`src/design/gfc_pkg.sv`:
```
// ----------------------------------------------------------------------------
// gfc_pkg
// Types and constants shared by the gated frequency capture core.
// ----------------------------------------------------------------------------
package gfc_pkg;

  localparam int NUM_CHANNELS_DEF = 6;

  localparam int APB_ADDR_W = 4;
  localparam int APB_DATA_W = 32;

  // register indexes, taken from paddr[3:2]
  localparam logic [1:0] REG_ZERO_TIME     = 2'd0;
  localparam logic [1:0] REG_SAMPLE_TIME   = 2'd1;
  localparam logic [1:0] REG_DEBOUNCE_TIME = 2'd2;

  localparam logic [31:0] ZERO_TIME_RST     = 32'd1000000;
  localparam logic [31:0] SAMPLE_TIME_RST   = 32'd250000;
  localparam logic [31:0] DEBOUNCE_TIME_RST = 32'd50;

  localparam logic CMD_OVERFLOW = 1'b0;
  localparam logic CMD_CAPTURE  = 1'b1;

  localparam logic [15:0] LATE_CAPTURE_MID = 16'h8000;
  localparam logic [31:0] COUNTER_SPAN     = 32'h0001_0000;

  typedef enum logic [1:0] {
    PH_IGNORE  = 2'd0,
    PH_CAPTURE = 2'd1,
    PH_SAMPLE  = 2'd2
  } phase_e;

  typedef struct packed {
    logic        cmd;
    logic [2:0]  channel;
    logic [15:0] counter_low;
    logic        capture_pending;
    logic        lock_freq;
    logic        lock_count;
  } in_beat_t;

  typedef struct packed {
    logic [2:0]  channel_out;
    logic [31:0] period_time;
    logic [15:0] edge_count;
    logic        new_period;
    logic [31:0] pulse_total;
  } out_beat_t;

  typedef struct packed {
    logic [31:0] zero_time;
    logic [31:0] sample_time;
    logic [31:0] debounce_time;
  } cfg_t;

  typedef struct packed {
    logic [15:0] overflow_count;
    logic [31:0] window_start;
    logic [31:0] last_edge;
    logic [15:0] running_edges;
    logic [15:0] latched_edges;
    logic [31:0] latched_time;
    logic [31:0] pulse_sum;
    logic [31:0] pulse_holdover;
    phase_e      phase;
    logic        overflow_before_capture;
  } chan_state_t;

endpackage

```
`src/design/gated_frequency_capture_core.sv`:
```
// ----------------------------------------------------------------------------
// gated_frequency_capture_core
// Per-channel reciprocal frequency meter with pulse totals.
// ----------------------------------------------------------------------------
// Takes one beat per cycle while the output is not stalled, each an overflow
// tick or a capture edge for one channel, and presents one result beat for
// it from the output register once the beat has left the s1 stage. Channel
// state sits in a RAM with a registered read; the update is read, modify,
// write back, with the just-written entry forwarded when the next beat hits
// the same channel. The result register decouples the output, so one new
// beat can still be taken while a result waits. Channel state comes up zeroed
// after reset through per-entry valid bits, so no clearing pass is needed.
// Registers sit at 0x0 zero_time, 0x4 sample_time, 0x8 debounce_time.
module gated_frequency_capture_core #(
  parameter int NUM_CHANNELS = gfc_pkg::NUM_CHANNELS_DEF
) (
  input  logic                              clk_i,
  input  logic                              rst_ni,
  input  logic                              in_valid_i,
  output logic                              in_ready_o,
  input  gfc_pkg::in_beat_t                 in_data_i,
  output logic                              out_valid_o,
  input  logic                              out_ready_i,
  output gfc_pkg::out_beat_t                out_data_o,
  input  logic                              psel,
  input  logic                              penable,
  input  logic                              pwrite,
  input  logic [gfc_pkg::APB_ADDR_W-1:0]    paddr,
  input  logic [gfc_pkg::APB_DATA_W-1:0]    pwdata,
  output logic [gfc_pkg::APB_DATA_W-1:0]    prdata,
  output logic                              pready
);
  import gfc_pkg::*;

  localparam int AW = (NUM_CHANNELS > 1) ? $clog2(NUM_CHANNELS) : 1;

  // configuration registers
  cfg_t       cfg_q, cfg_d;
  logic [1:0] reg_idx;
  logic       cfg_wr;

  assign pready  = 1'b1;
  assign reg_idx = paddr[3:2];
  assign cfg_wr  = psel && penable && pwrite && pready;

  always_comb begin
    cfg_d = cfg_q;
    prdata = '0;
    unique case (reg_idx)
      REG_ZERO_TIME: begin
        prdata = cfg_q.zero_time;
        if (cfg_wr) cfg_d.zero_time = pwdata;
      end
      REG_SAMPLE_TIME: begin
        prdata = cfg_q.sample_time;
        if (cfg_wr) cfg_d.sample_time = pwdata;
      end
      REG_DEBOUNCE_TIME: begin
        prdata = cfg_q.debounce_time;
        if (cfg_wr) cfg_d.debounce_time = pwdata;
      end
      default: begin
        prdata = '0;
      end
    endcase
  end

  always_ff @(posedge clk_i or negedge rst_ni) begin
    if (!rst_ni) begin
      cfg_q.zero_time     <= ZERO_TIME_RST;
      cfg_q.sample_time   <= SAMPLE_TIME_RST;
      cfg_q.debounce_time <= DEBOUNCE_TIME_RST;
    end else begin
      cfg_q <= cfg_d;
    end
  end

  // pipeline control
  logic        s1_valid_q;
  in_beat_t    s1_beat_q;
  logic [AW-1:0] s1_addr_q;
  logic        s1_in_range_q;
  logic        s1_fwd_q;
  logic        s1_entry_valid_q;
  chan_state_t fwd_data_q;

  logic        out_valid_q;
  out_beat_t   out_data_q;

  logic [NUM_CHANNELS-1:0] valid_q;

  logic          accept;
  logic          advance;
  logic [AW-1:0] rd_addr;
  logic          rd_in_range;
  logic          ram_we;

  chan_state_t ram_rdata;
  chan_state_t cur_state;
  chan_state_t nxt_state;
  logic        latched;

  assign advance     = s1_valid_q && (!out_valid_q || out_ready_i);
  assign in_ready_o  = !s1_valid_q || advance;
  assign accept      = in_valid_i && in_ready_o;
  assign rd_addr     = AW'(in_data_i.channel);
  assign rd_in_range = 32'(in_data_i.channel) < NUM_CHANNELS;
  assign ram_we      = advance && s1_in_range_q;

  gfc_ram #(
    .WIDTH ($bits(chan_state_t)),
    .DEPTH (NUM_CHANNELS)
  ) u_state_ram (
    .clk_i   (clk_i),
    .we_i    (ram_we),
    .waddr_i (s1_addr_q),
    .wdata_i (nxt_state),
    .re_i    (accept),
    .raddr_i (rd_addr),
    .rdata_o (ram_rdata)
  );

  always_comb begin
    if (s1_fwd_q) begin
      cur_state = fwd_data_q;
    end else if (s1_entry_valid_q) begin
      cur_state = ram_rdata;
    end else begin
      cur_state = '0;
    end
  end

  gfc_chan_update u_update (
    .cfg_i     (cfg_q),
    .beat_i    (s1_beat_q),
    .cur_i     (cur_state),
    .nxt_o     (nxt_state),
    .latched_o (latched)
  );

  always_ff @(posedge clk_i or negedge rst_ni) begin
    if (!rst_ni) begin
      s1_valid_q       <= 1'b0;
      s1_fwd_q         <= 1'b0;
      s1_entry_valid_q <= 1'b0;
      out_valid_q      <= 1'b0;
      valid_q          <= '0;
    end else begin
      if (accept) begin
        s1_valid_q       <= 1'b1;
        s1_fwd_q         <= ram_we && (s1_addr_q == rd_addr);
        s1_entry_valid_q <= rd_in_range && valid_q[rd_addr];
      end else if (advance) begin
        s1_valid_q <= 1'b0;
      end
      if (advance) begin
        out_valid_q <= 1'b1;
      end else if (out_ready_i) begin
        out_valid_q <= 1'b0;
      end
      if (ram_we) begin
        valid_q[s1_addr_q] <= 1'b1;
      end
    end
  end

  // payload registers
  always_ff @(posedge clk_i) begin
    if (accept) begin
      s1_beat_q     <= in_data_i;
      s1_addr_q     <= rd_addr;
      s1_in_range_q <= rd_in_range;
      fwd_data_q    <= nxt_state;
    end
    if (advance) begin
      out_data_q.channel_out <= s1_beat_q.channel;
      if (s1_in_range_q) begin
        out_data_q.period_time <= nxt_state.latched_time;
        out_data_q.edge_count  <= nxt_state.latched_edges;
        out_data_q.new_period  <= latched;
        out_data_q.pulse_total <= nxt_state.pulse_sum;
      end else begin
        out_data_q.period_time <= '0;
        out_data_q.edge_count  <= '0;
        out_data_q.new_period  <= 1'b0;
        out_data_q.pulse_total <= '0;
      end
    end
  end

  assign out_valid_o = out_valid_q;
  assign out_data_o  = out_data_q;

  // checks
  a_new_period_in_range: assert property (@(posedge clk_i) disable iff (!rst_ni)
    out_valid_o && out_data_o.new_period |-> 32'(out_data_o.channel_out) < NUM_CHANNELS)
    else $error("new period on a channel out of range");

  a_out_of_range_zero: assert property (@(posedge clk_i) disable iff (!rst_ni)
    out_valid_o && !(32'(out_data_o.channel_out) < NUM_CHANNELS) |->
      out_data_o.period_time == '0 && out_data_o.pulse_total == '0)
    else $error("out-of-range beat carries channel data");

  a_entry_marked_valid: assert property (@(posedge clk_i) disable iff (!rst_ni)
    ram_we |=> valid_q[$past(s1_addr_q)])
    else $error("written entry not marked valid");

  a_stage_holds: assert property (@(posedge clk_i) disable iff (!rst_ni)
    s1_valid_q && !advance |=> s1_valid_q && $stable(s1_beat_q))
    else $error("stalled stage lost its beat");

endmodule

```
`src/design/gfc_ram.sv`:
```
// ----------------------------------------------------------------------------
// gfc_ram
// Generic single-write, single-read RAM with registered read data.
// ----------------------------------------------------------------------------
module gfc_ram #(
  parameter int WIDTH = 32,
  parameter int DEPTH = 8,
  localparam int AW = (DEPTH > 1) ? $clog2(DEPTH) : 1
) (
  input  logic             clk_i,
  input  logic             we_i,
  input  logic [AW-1:0]    waddr_i,
  input  logic [WIDTH-1:0] wdata_i,
  input  logic             re_i,
  input  logic [AW-1:0]    raddr_i,
  output logic [WIDTH-1:0] rdata_o
);

  logic [WIDTH-1:0] mem_q [DEPTH];
  logic [WIDTH-1:0] rdata_q;

  always_ff @(posedge clk_i) begin
    if (we_i) begin
      mem_q[waddr_i] <= wdata_i;
    end
    if (re_i) begin
      rdata_q <= mem_q[raddr_i];
    end
  end

  assign rdata_o = rdata_q;

endmodule

```
`src/design/gfc_chan_update.sv`:
```
// ----------------------------------------------------------------------------
// gfc_chan_update
// Next state of one channel for an overflow tick or a capture edge.
// ----------------------------------------------------------------------------
module gfc_chan_update (
  input  gfc_pkg::cfg_t        cfg_i,
  input  gfc_pkg::in_beat_t    beat_i,
  input  gfc_pkg::chan_state_t cur_i,
  output gfc_pkg::chan_state_t nxt_o,
  output logic                 latched_o
);
  import gfc_pkg::*;

  always_comb begin
    chan_state_t s;
    logic [15:0] oc_inc;
    logic [31:0] now;
    logic [31:0] elapsed;
    logic [31:0] since_last;
    logic        lat;
    s = cur_i;
    lat = 1'b0;
    oc_inc = cur_i.overflow_count + 16'd1;
    now = '0;
    elapsed = '0;
    since_last = '0;
    if (beat_i.cmd == CMD_OVERFLOW) begin
      s.overflow_count = oc_inc;
      now = {oc_inc, beat_i.counter_low};
      elapsed = now - cur_i.window_start;
      if (elapsed >= cfg_i.zero_time) begin
        if (!beat_i.lock_freq) begin
          s.latched_time  = elapsed;
          s.latched_edges = cur_i.running_edges;
          s.running_edges = '0;
          s.window_start  = now;
          s.phase         = PH_IGNORE;
          lat = 1'b1;
        end
      end else if (elapsed >= cfg_i.sample_time) begin
        if (cur_i.running_edges != '0 && cur_i.phase == PH_CAPTURE) begin
          s.phase = PH_SAMPLE;
        end
      end
      s.overflow_before_capture = beat_i.capture_pending;
    end else begin
      now = {cur_i.overflow_count, beat_i.counter_low};
      if (cur_i.overflow_before_capture && beat_i.counter_low > LATE_CAPTURE_MID) begin
        now = now - COUNTER_SPAN;
      end
      since_last = now - cur_i.last_edge;
      if (since_last > cfg_i.debounce_time) begin
        if (cur_i.phase == PH_IGNORE) begin
          s.phase = PH_CAPTURE;
          s.window_start = now;
        end else begin
          s.running_edges = cur_i.running_edges + 16'd1;
          if (cur_i.phase == PH_SAMPLE && !beat_i.lock_freq) begin
            s.phase         = PH_CAPTURE;
            s.latched_time  = now - cur_i.window_start;
            s.window_start  = now;
            s.latched_edges = cur_i.running_edges + 16'd1;
            s.running_edges = '0;
            lat = 1'b1;
          end
        end
        if (!beat_i.lock_count) begin
          s.pulse_sum      = cur_i.pulse_sum + 32'd1 + cur_i.pulse_holdover;
          s.pulse_holdover = '0;
        end else begin
          s.pulse_holdover = cur_i.pulse_holdover + 32'd1;
        end
      end
      s.last_edge = now;
      s.overflow_before_capture = 1'b0;
    end
    nxt_o = s;
    latched_o = lat;
  end

endmodule
```
`config.mk`:
```
export PLATFORM = sky130hd
export DESIGN_NAME = gated_frequency_capture_core
export DESIGN_NICKNAME = d
export VERILOG_FILES = /design/src/design/gfc_pkg.sv /design/src/design/gated_frequency_capture_core.sv /design/src/design/gfc_ram.sv /design/src/design/gfc_chan_update.sv
export SDC_FILE = /design/constraint.sdc
export NUM_CORES = 2
export LEC_CHECK = 0
export BUFFER_PORTS_ARGS = -buffer_cell sky130_fd_sc_hd__buf_2
export CAP_MARGIN = 20
export CELL_PAD_IN_SITES_DETAIL_PLACEMENT = 1
export CELL_PAD_IN_SITES_GLOBAL_PLACEMENT = 2
export CORE_MARGIN = 5
export CORE_UTILIZATION = 30
export CTS_BUF_LIST = sky130_fd_sc_hd__clkbuf_16
export DETAILED_ROUTE_END_ITERATION = 10
export PLACE_DENSITY_LB_ADDON = 0.1
export SLEW_MARGIN = 20
export SYNTH_ARGS = -nofsm -noshare
export SYNTH_HDL_FRONTEND = slang
export SYNTH_SLANG_ARGS = --single-unit
```
`constraint.sdc`:
```
create_clock -name clk_i -period 25.9 [get_ports clk_i]
set_clock_uncertainty 0.05 [all_clocks]
set_input_delay 0 -clock clk_i [delete_from_list [all_inputs] [get_ports clk_i]]
set_output_delay 0 -clock clk_i [all_outputs]
set_load 0.005 [all_outputs]
```
Word-level counts from Yosys, hierarchy flattened. Memory sizes are Yosys's and may differ from the RTL's. A register that Yosys moved wholly into a read port is not among the register bits. Index checks and enable logic that the tools add are counted. Widths: inputs -> output; s select.

Add/subtract/negate cells: 9. Order comparisons: 8. Equal/unequal tests: 5. Multiplexer cells: 45. Bitwise logic cells: 1. Reductions and logical operators: 24.

Operator list (number): $mux 211 (2); $mux 64 (6); $mux 32 (11); $mux 130 (1); $pmux 32 s3 (1); $sub 32x32->32 (3); $add 32x1->32 const B (2); $ge 32x32->1 (2); $add 16x1->16 const B (2); $add 32x32->32 (1); $gt 32x32->1 (1); $sub 32x17->32 const B (1); $gt 16x16->1 const B (1); $mux 16 (1); $reduce_bool 16->1 (1); $mux 1 (14); $mux 2 (6); $logic_and 1x1->1 (11); $lt 3x4->1 const B (2); $or 6x6->6 (1); $reduce_and 2->1 (3); $eq 2x1->1 const B (2); $eq 2x2->1 const B (2); $logic_not 2->1 (2); other kinds (9) (13).

Flip-flop bits (word level): 425. RAM bits: 1266. Word-level logic and storage cells: 123. Memories: 1.

Memory list: u_state_ram.mem_q (depth 6, bits a word 211, read ports 1, clocked after memory_dff 1, write ports 1, RTL line gfc_ram.sv:19) `logic [WIDTH-1:0] mem_q [DEPTH];`.

Longest topological paths before layout.
Depth in word-level cells: 10. Depth in mapped cells: 37. Gate-level depth less buffers: 28.

By module. From an unflattened synthesis, not the netlist that was laid out.

Cells, all modules: 5599. Area total of the unflattened synthesis: 83547.6 µm².

By module, submodules not included: gfc_ram (times used 1, cells an instance 2685, area an instance 54417.2 µm², sequential area each 44352.5 µm²); gated_frequency_capture_core (times used 1, cells an instance 1026, area an instance 17040.1 µm², sequential area each 12253.0 µm²); gfc_chan_update (times used 1, cells an instance 1888, area an instance 12090.3 µm², sequential area each 0.0 µm²).

Least setup slack after synthesis. OpenSTA, ideal clock, no wires.

Path kind: flip-flop to flip-flop. Start point: register out_valid_q (netlist: out_valid_o). End point: register valid_q[0]. Library setup time: 0.180 ns. Arrival time: 24.478 ns. Path slack: 1.193 ns. Stages on the path, launching flop included: 6. Path buffers: 0. Clock period less this slack: 24.707 ns. Path through: dfrtp_1 nand2b_1 and2_1 nand2_1 nor4_1 or2_2.

Word-level cells in the longest chain between the ends: 4.

Ends and longest elaborated chain: start, declared (RTL line gated_frequency_capture_core.sv:87) `logic out_valid_q;`; start signal, assigned (RTL line gated_frequency_capture_core.sv:146) `out_valid_q <= 1'b0;`; start signal, assigned (RTL line gated_frequency_capture_core.sv:157) `out_valid_q <= 1'b1;`; start signal, assigned (RTL line gated_frequency_capture_core.sv:159) `out_valid_q <= 1'b0;`; $logic_not 1->1 (RTL line gated_frequency_capture_core.sv:103) `assign advance = s1_valid_q && (!out_valid_q || out_ready_i);`; $logic_or 1x1->1 (RTL line gated_frequency_capture_core.sv:103); $logic_and 1x1->1 (RTL line gated_frequency_capture_core.sv:103); named net advance (RTL line gated_frequency_capture_core.sv:93) `logic advance;`; $logic_and 1x1->1 (RTL line gated_frequency_capture_core.sv:108) `assign ram_we = advance && s1_in_range_q;`; end signal, assigned (RTL line gated_frequency_capture_core.sv:147) `valid_q <= '0;`; end signal, assigned by index (RTL line gated_frequency_capture_core.sv:162) `valid_q[s1_addr_q] <= 1'b1;`; end, declared (RTL line gated_frequency_capture_core.sv:90) `logic [NUM_CHANNELS-1:0] valid_q;`.

The timed path passes the listed nets, and every way through them passes these cells. A chain may end at the register's enable or synchronous reset.

==> summary.md <==
| Metric | Value |
|---|---|
| Min-Delay Startpoint | psel |
| R2R depth | 27 |
| Pleak | between 30 and 40 nW |
| Clock slew at reported path FFs | roughly 60 ps |
| Num ports | roughly 190 |
| Max-slew headroom | 0.213 |
| Num rows | about 190 |
| Initial Util | 0.301 |
| Vias per inst | 5.03 |
| Startpoint Class | flip-flop |
| Post-synthesis register bit count | about 1900 |
| Min Tclk post-route | approximately 11000 ps |
| Drt wl/cell | about 26 µm |
| Critical path fanouts, max | 36 |
| Clock tree buffer depth | 4 |
| Die Ht | roughly 530 µm |
| Synth Cell Area | 82500 µm² |
| VDD IR-drop max | between 50 and 60 µV |
| Slew Limit Fails | 0 |
| Critical Path AT | between 10000 and 15000 ps |
| Yosys cell types | 90 |
| Residual DRC | 0 |
| DRT Wirelength | about 250000 µm |
| Tcrit/Tclk final | 0.406 |
| Crit. End Element | flip-flop |
| RD Place Congestion | between 0.7 and 0.8 |
| Critical path class | reg2reg |
| Pin count of the biggest net entering global routing | 119 |
| Endpoints failing hold | 0 |
| H-tree levels | 4 |
| Max Fclk | about 95 MHz |
| Max-cap violations | 0 |
| Antenna violations before repair | 13 |
| Highest-delay cell along the critical path | xnor2_1 |
| Status | complete, no violations |
| Reg-to-Reg Start | s1_fwd_q |
| Post-synthesis area per instance | 15.1 µm² |
| YS warnings | 0 |
| I/O Buffers | roughly 180 |
| Number of nets with antenna violations after routing | 0 |
| Levels on crit path | 27 |
| Share of layout cells above drive strength 1 | 0.161 |
| Post-Route Utilization | 0.353 |
| Worst hold path type | in2reg |
| Grt ovf | 0 |
| Setup crit start | s1_fwd_q |
| Worst skew pair latency | 890 ps |
| Flop-to-flop setup slack | about 15000 ps |
| Post-DP HPWL | between 150000 and 200000 µm |
| Hold WS | about 84 ps |
| 1st-pass router iterations | 7 |
| Vias | 48500 |
| Nets | just over 6000 |
| Syn_nets | ~5700 |
| CP bufs+invs | 4 |
| RSZ-0062 raised after global routing | no |
| Required time of the critical path | 26380 ps |
| Post-synthesis instance total | 5458 |
| Die area | ~290000 µm² |
| Vias in the first global route | 52200 |
| CTS Sinks | between 1500 and 2000 |
| Sum Neg Setup Slack | 0 ps |
| Critical path's largest stage delay | between 900 and 1000 ps |
| Register area share after synthesis | 0.686 |
| Pwr dens | between 90 and 100 nW/µm² |
| Post-synth EDFFs | around 1800 |
| Gr usage total | 0.175 |
| CTS tree | built |
| CTS buffer count | between 200 and 250 |
| Post-synth ARST share | 0.0557 |
| Crit path max-delay family | compound AO/OA/AOI/OAI gates |
| Final setup violation count | 0 |
| CTS root buffer | clkbuf_16 |
| Global-route wire length before repair | 371000 µm |
| Core area | 274000 µm² |
| Synth Flop Type | edfxtp_1 |
| Post_cts resized | 0 |
| Layout area overhead | 17.1% |
| Initial drt markers | 2789 |
| Worst Hold Depth | 6 |
| Worst-margin pin slew | about 1200 ps |
| Die width | between 500 and 600 µm |
[state kept, by name, indices dropped and copies added, names as in the netlist, 3 cells and up]
signal and flops:
cfg_q 96, fwd_data_q 211, out_data_o 84, s1_addr_q 3
s1_beat_q 20, u_state_ram.mem_q 1266, u_state_ram.rdata_o 211, valid_q 6
[worst paths after layout]
| check | to |
|---|---|
| max | u_state_ram.mem_q[1][186] |
| max in group asynchronous | s1_fwd_q |
| min reg2reg | valid_q[2] |
| min | cfg_q[62] |
| min in group asynchronous | cfg_q[39] |
| max reg2reg | u_state_ram.mem_q[1][186] |
[synth_stat cells, types with 8 or more instances]
cell type | n | area share
o22ai_1 | 14 | 0.0011
buf_1 | 84 | 0.0038
mux2i_1 | 250 | 0.030
o21ai_1 | 9 | 0.00055
xnor2_1 | 112 | 0.012
dfrtp_1 | 89 | 0.027
nor4_1 | 17 | 0.0013
or3_1 | 19 | 0.0014
nor2b_1 | 23 | 0.0017
a22o_1 | 59 | 0.0063
nand3_1 | 66 | 0.0040
edfxtp_1 | 1796 | 0.65
or2_2 | 17 | 0.0013
a221oi_1 | 8 | 0.00085
and2_1 | 77 | 0.0058
nand2b_1 | 21 | 0.0016
nand4_1 | 29 | 0.0022
a21oi_1 | 428 | 0.026
a21o_1 | 80 | 0.0073
a31oi_1 | 21 | 0.0016
mux4_2 | 212 | 0.058
o31ai_1 | 12 | 0.0011
nand2_1 | 256 | 0.012
o21bai_1 | 21 | 0.0019
ha_1 | 209 | 0.032
buf_2 | 15 | 0.00091
inv_1 | 171 | 0.0078
nor2_1 | 416 | 0.019
a221o_1 | 10 | 0.0012
and3_1 | 24 | 0.0018
a22oi_1 | 165 | 0.015
mux2_2 | 38 | 0.0052
o21ai_0 | 244 | 0.015
xor2_1 | 50 | 0.0053
nor3_1 | 50 | 0.0030
dfstp_2 | 17 | 0.0054
clkbuf_1 | 158 | 0.0072
o211ai_1 | 15 | 0.0014
a211oi_1 | 25 | 0.0023
o21a_1 | 14 | 0.0013
[cells by family after synthesis]
| logic type | synth area share |
|---|---|
| DFF | 0.686 |
| AOI/OAI and AO/OA | 0.0896 |
| and+or+nand+nor | 0.0595 |
| muxes | 0.0934 |
| buffers and inverters | 0.0212 |
| adders and majority gates | 0.0324 |
| xor gates and xnor gates | 0.0174 |
| other | 0.0000455 |
[worst min-delay path: cells and delay by family]
kind                   cells  cell delay (ps)
buffers and inverters      2              390
AND/OR/NAND/NOR            3              220
multiplexers               1              310
[through the flow]
stage	power [mW]	std cells	setup slack [ps]	instance area (µm²)
2_1_floorplan	5.34	5458	1190	82500
3_3_place_gp	6.28	9091	15340	88000
3_5_place_dp	6.32	9091	15240	88000
4_1_cts	9.53	9625	15190	96500
5_1_grt	9.85	9626	14840	96500
6_report	9.35	9631	15400	96600
[what timing repair did]
item,4_1_cts,5_1_grt
buffers inserted,0,0
endpoints found under the hold margin,306,0
hold buffers,128,0
[report_power, final]
| part | internal, mW | switching, mW | leakage (nW) |
|---|---|---|---|
| Sequential | 3.87 | 0.0813 | 18.0 |
| Clock | 1.84 | 1.29 | 3.70 |
| Combinational | 0.706 | 1.56 | 12.5 |
[cells in the final DEF (no fill, tap or decap), drive strengths merged, types with 15 or more instances in the layout]
cell            n
mux2i         250
nor2b          23
nor4           19
or2            18
nor2          416
or3            22
nor3           55
nand3          68
o21ai         254
dfrtp          89
nand2         257
dlygate4sd3   127
dfstp          17
a22oi         170
o211ai         15
clkinv         91
a31oi          21
nand4          29
buf           313
ha            209
o21bai         21
a22o           59
and3           24
nand2b         21
mux4          212
xnor2         113
mux2           38
a21oi         429
and2           77
bufinv         27
inv           224
edfxtp       1796
xor2           50
clkbuf        225
a21o           80
a211oi         25
[area by class of cell]
type	count	area [µm²]
clock buffer	225	5630
multi-input combinational	3116	24300
inverter	172	653
antenna	6	15.0
fill	27900	177000
timing repair buffer	440	3270
tap	3589	4490
clock inverter	181	1620
sequential	1902	56600
[routing by layer]
| metal | up-vias | GRT usage | part of all wire |
|---|---|---|---|
| met5 | - | 0 | 0.000047 |
| met4 | 2 | 0.0352 | 0.018 |
| met3 | 291 | 0.0192 | 0.027 |
| met2 | 629 | 0.303 | 0.50 |
| met1 | 25600 | 0.238 | 0.46 |
| li1 | 22000 | - | - |
No activity file was read; power rests on OpenSTA's default activity.
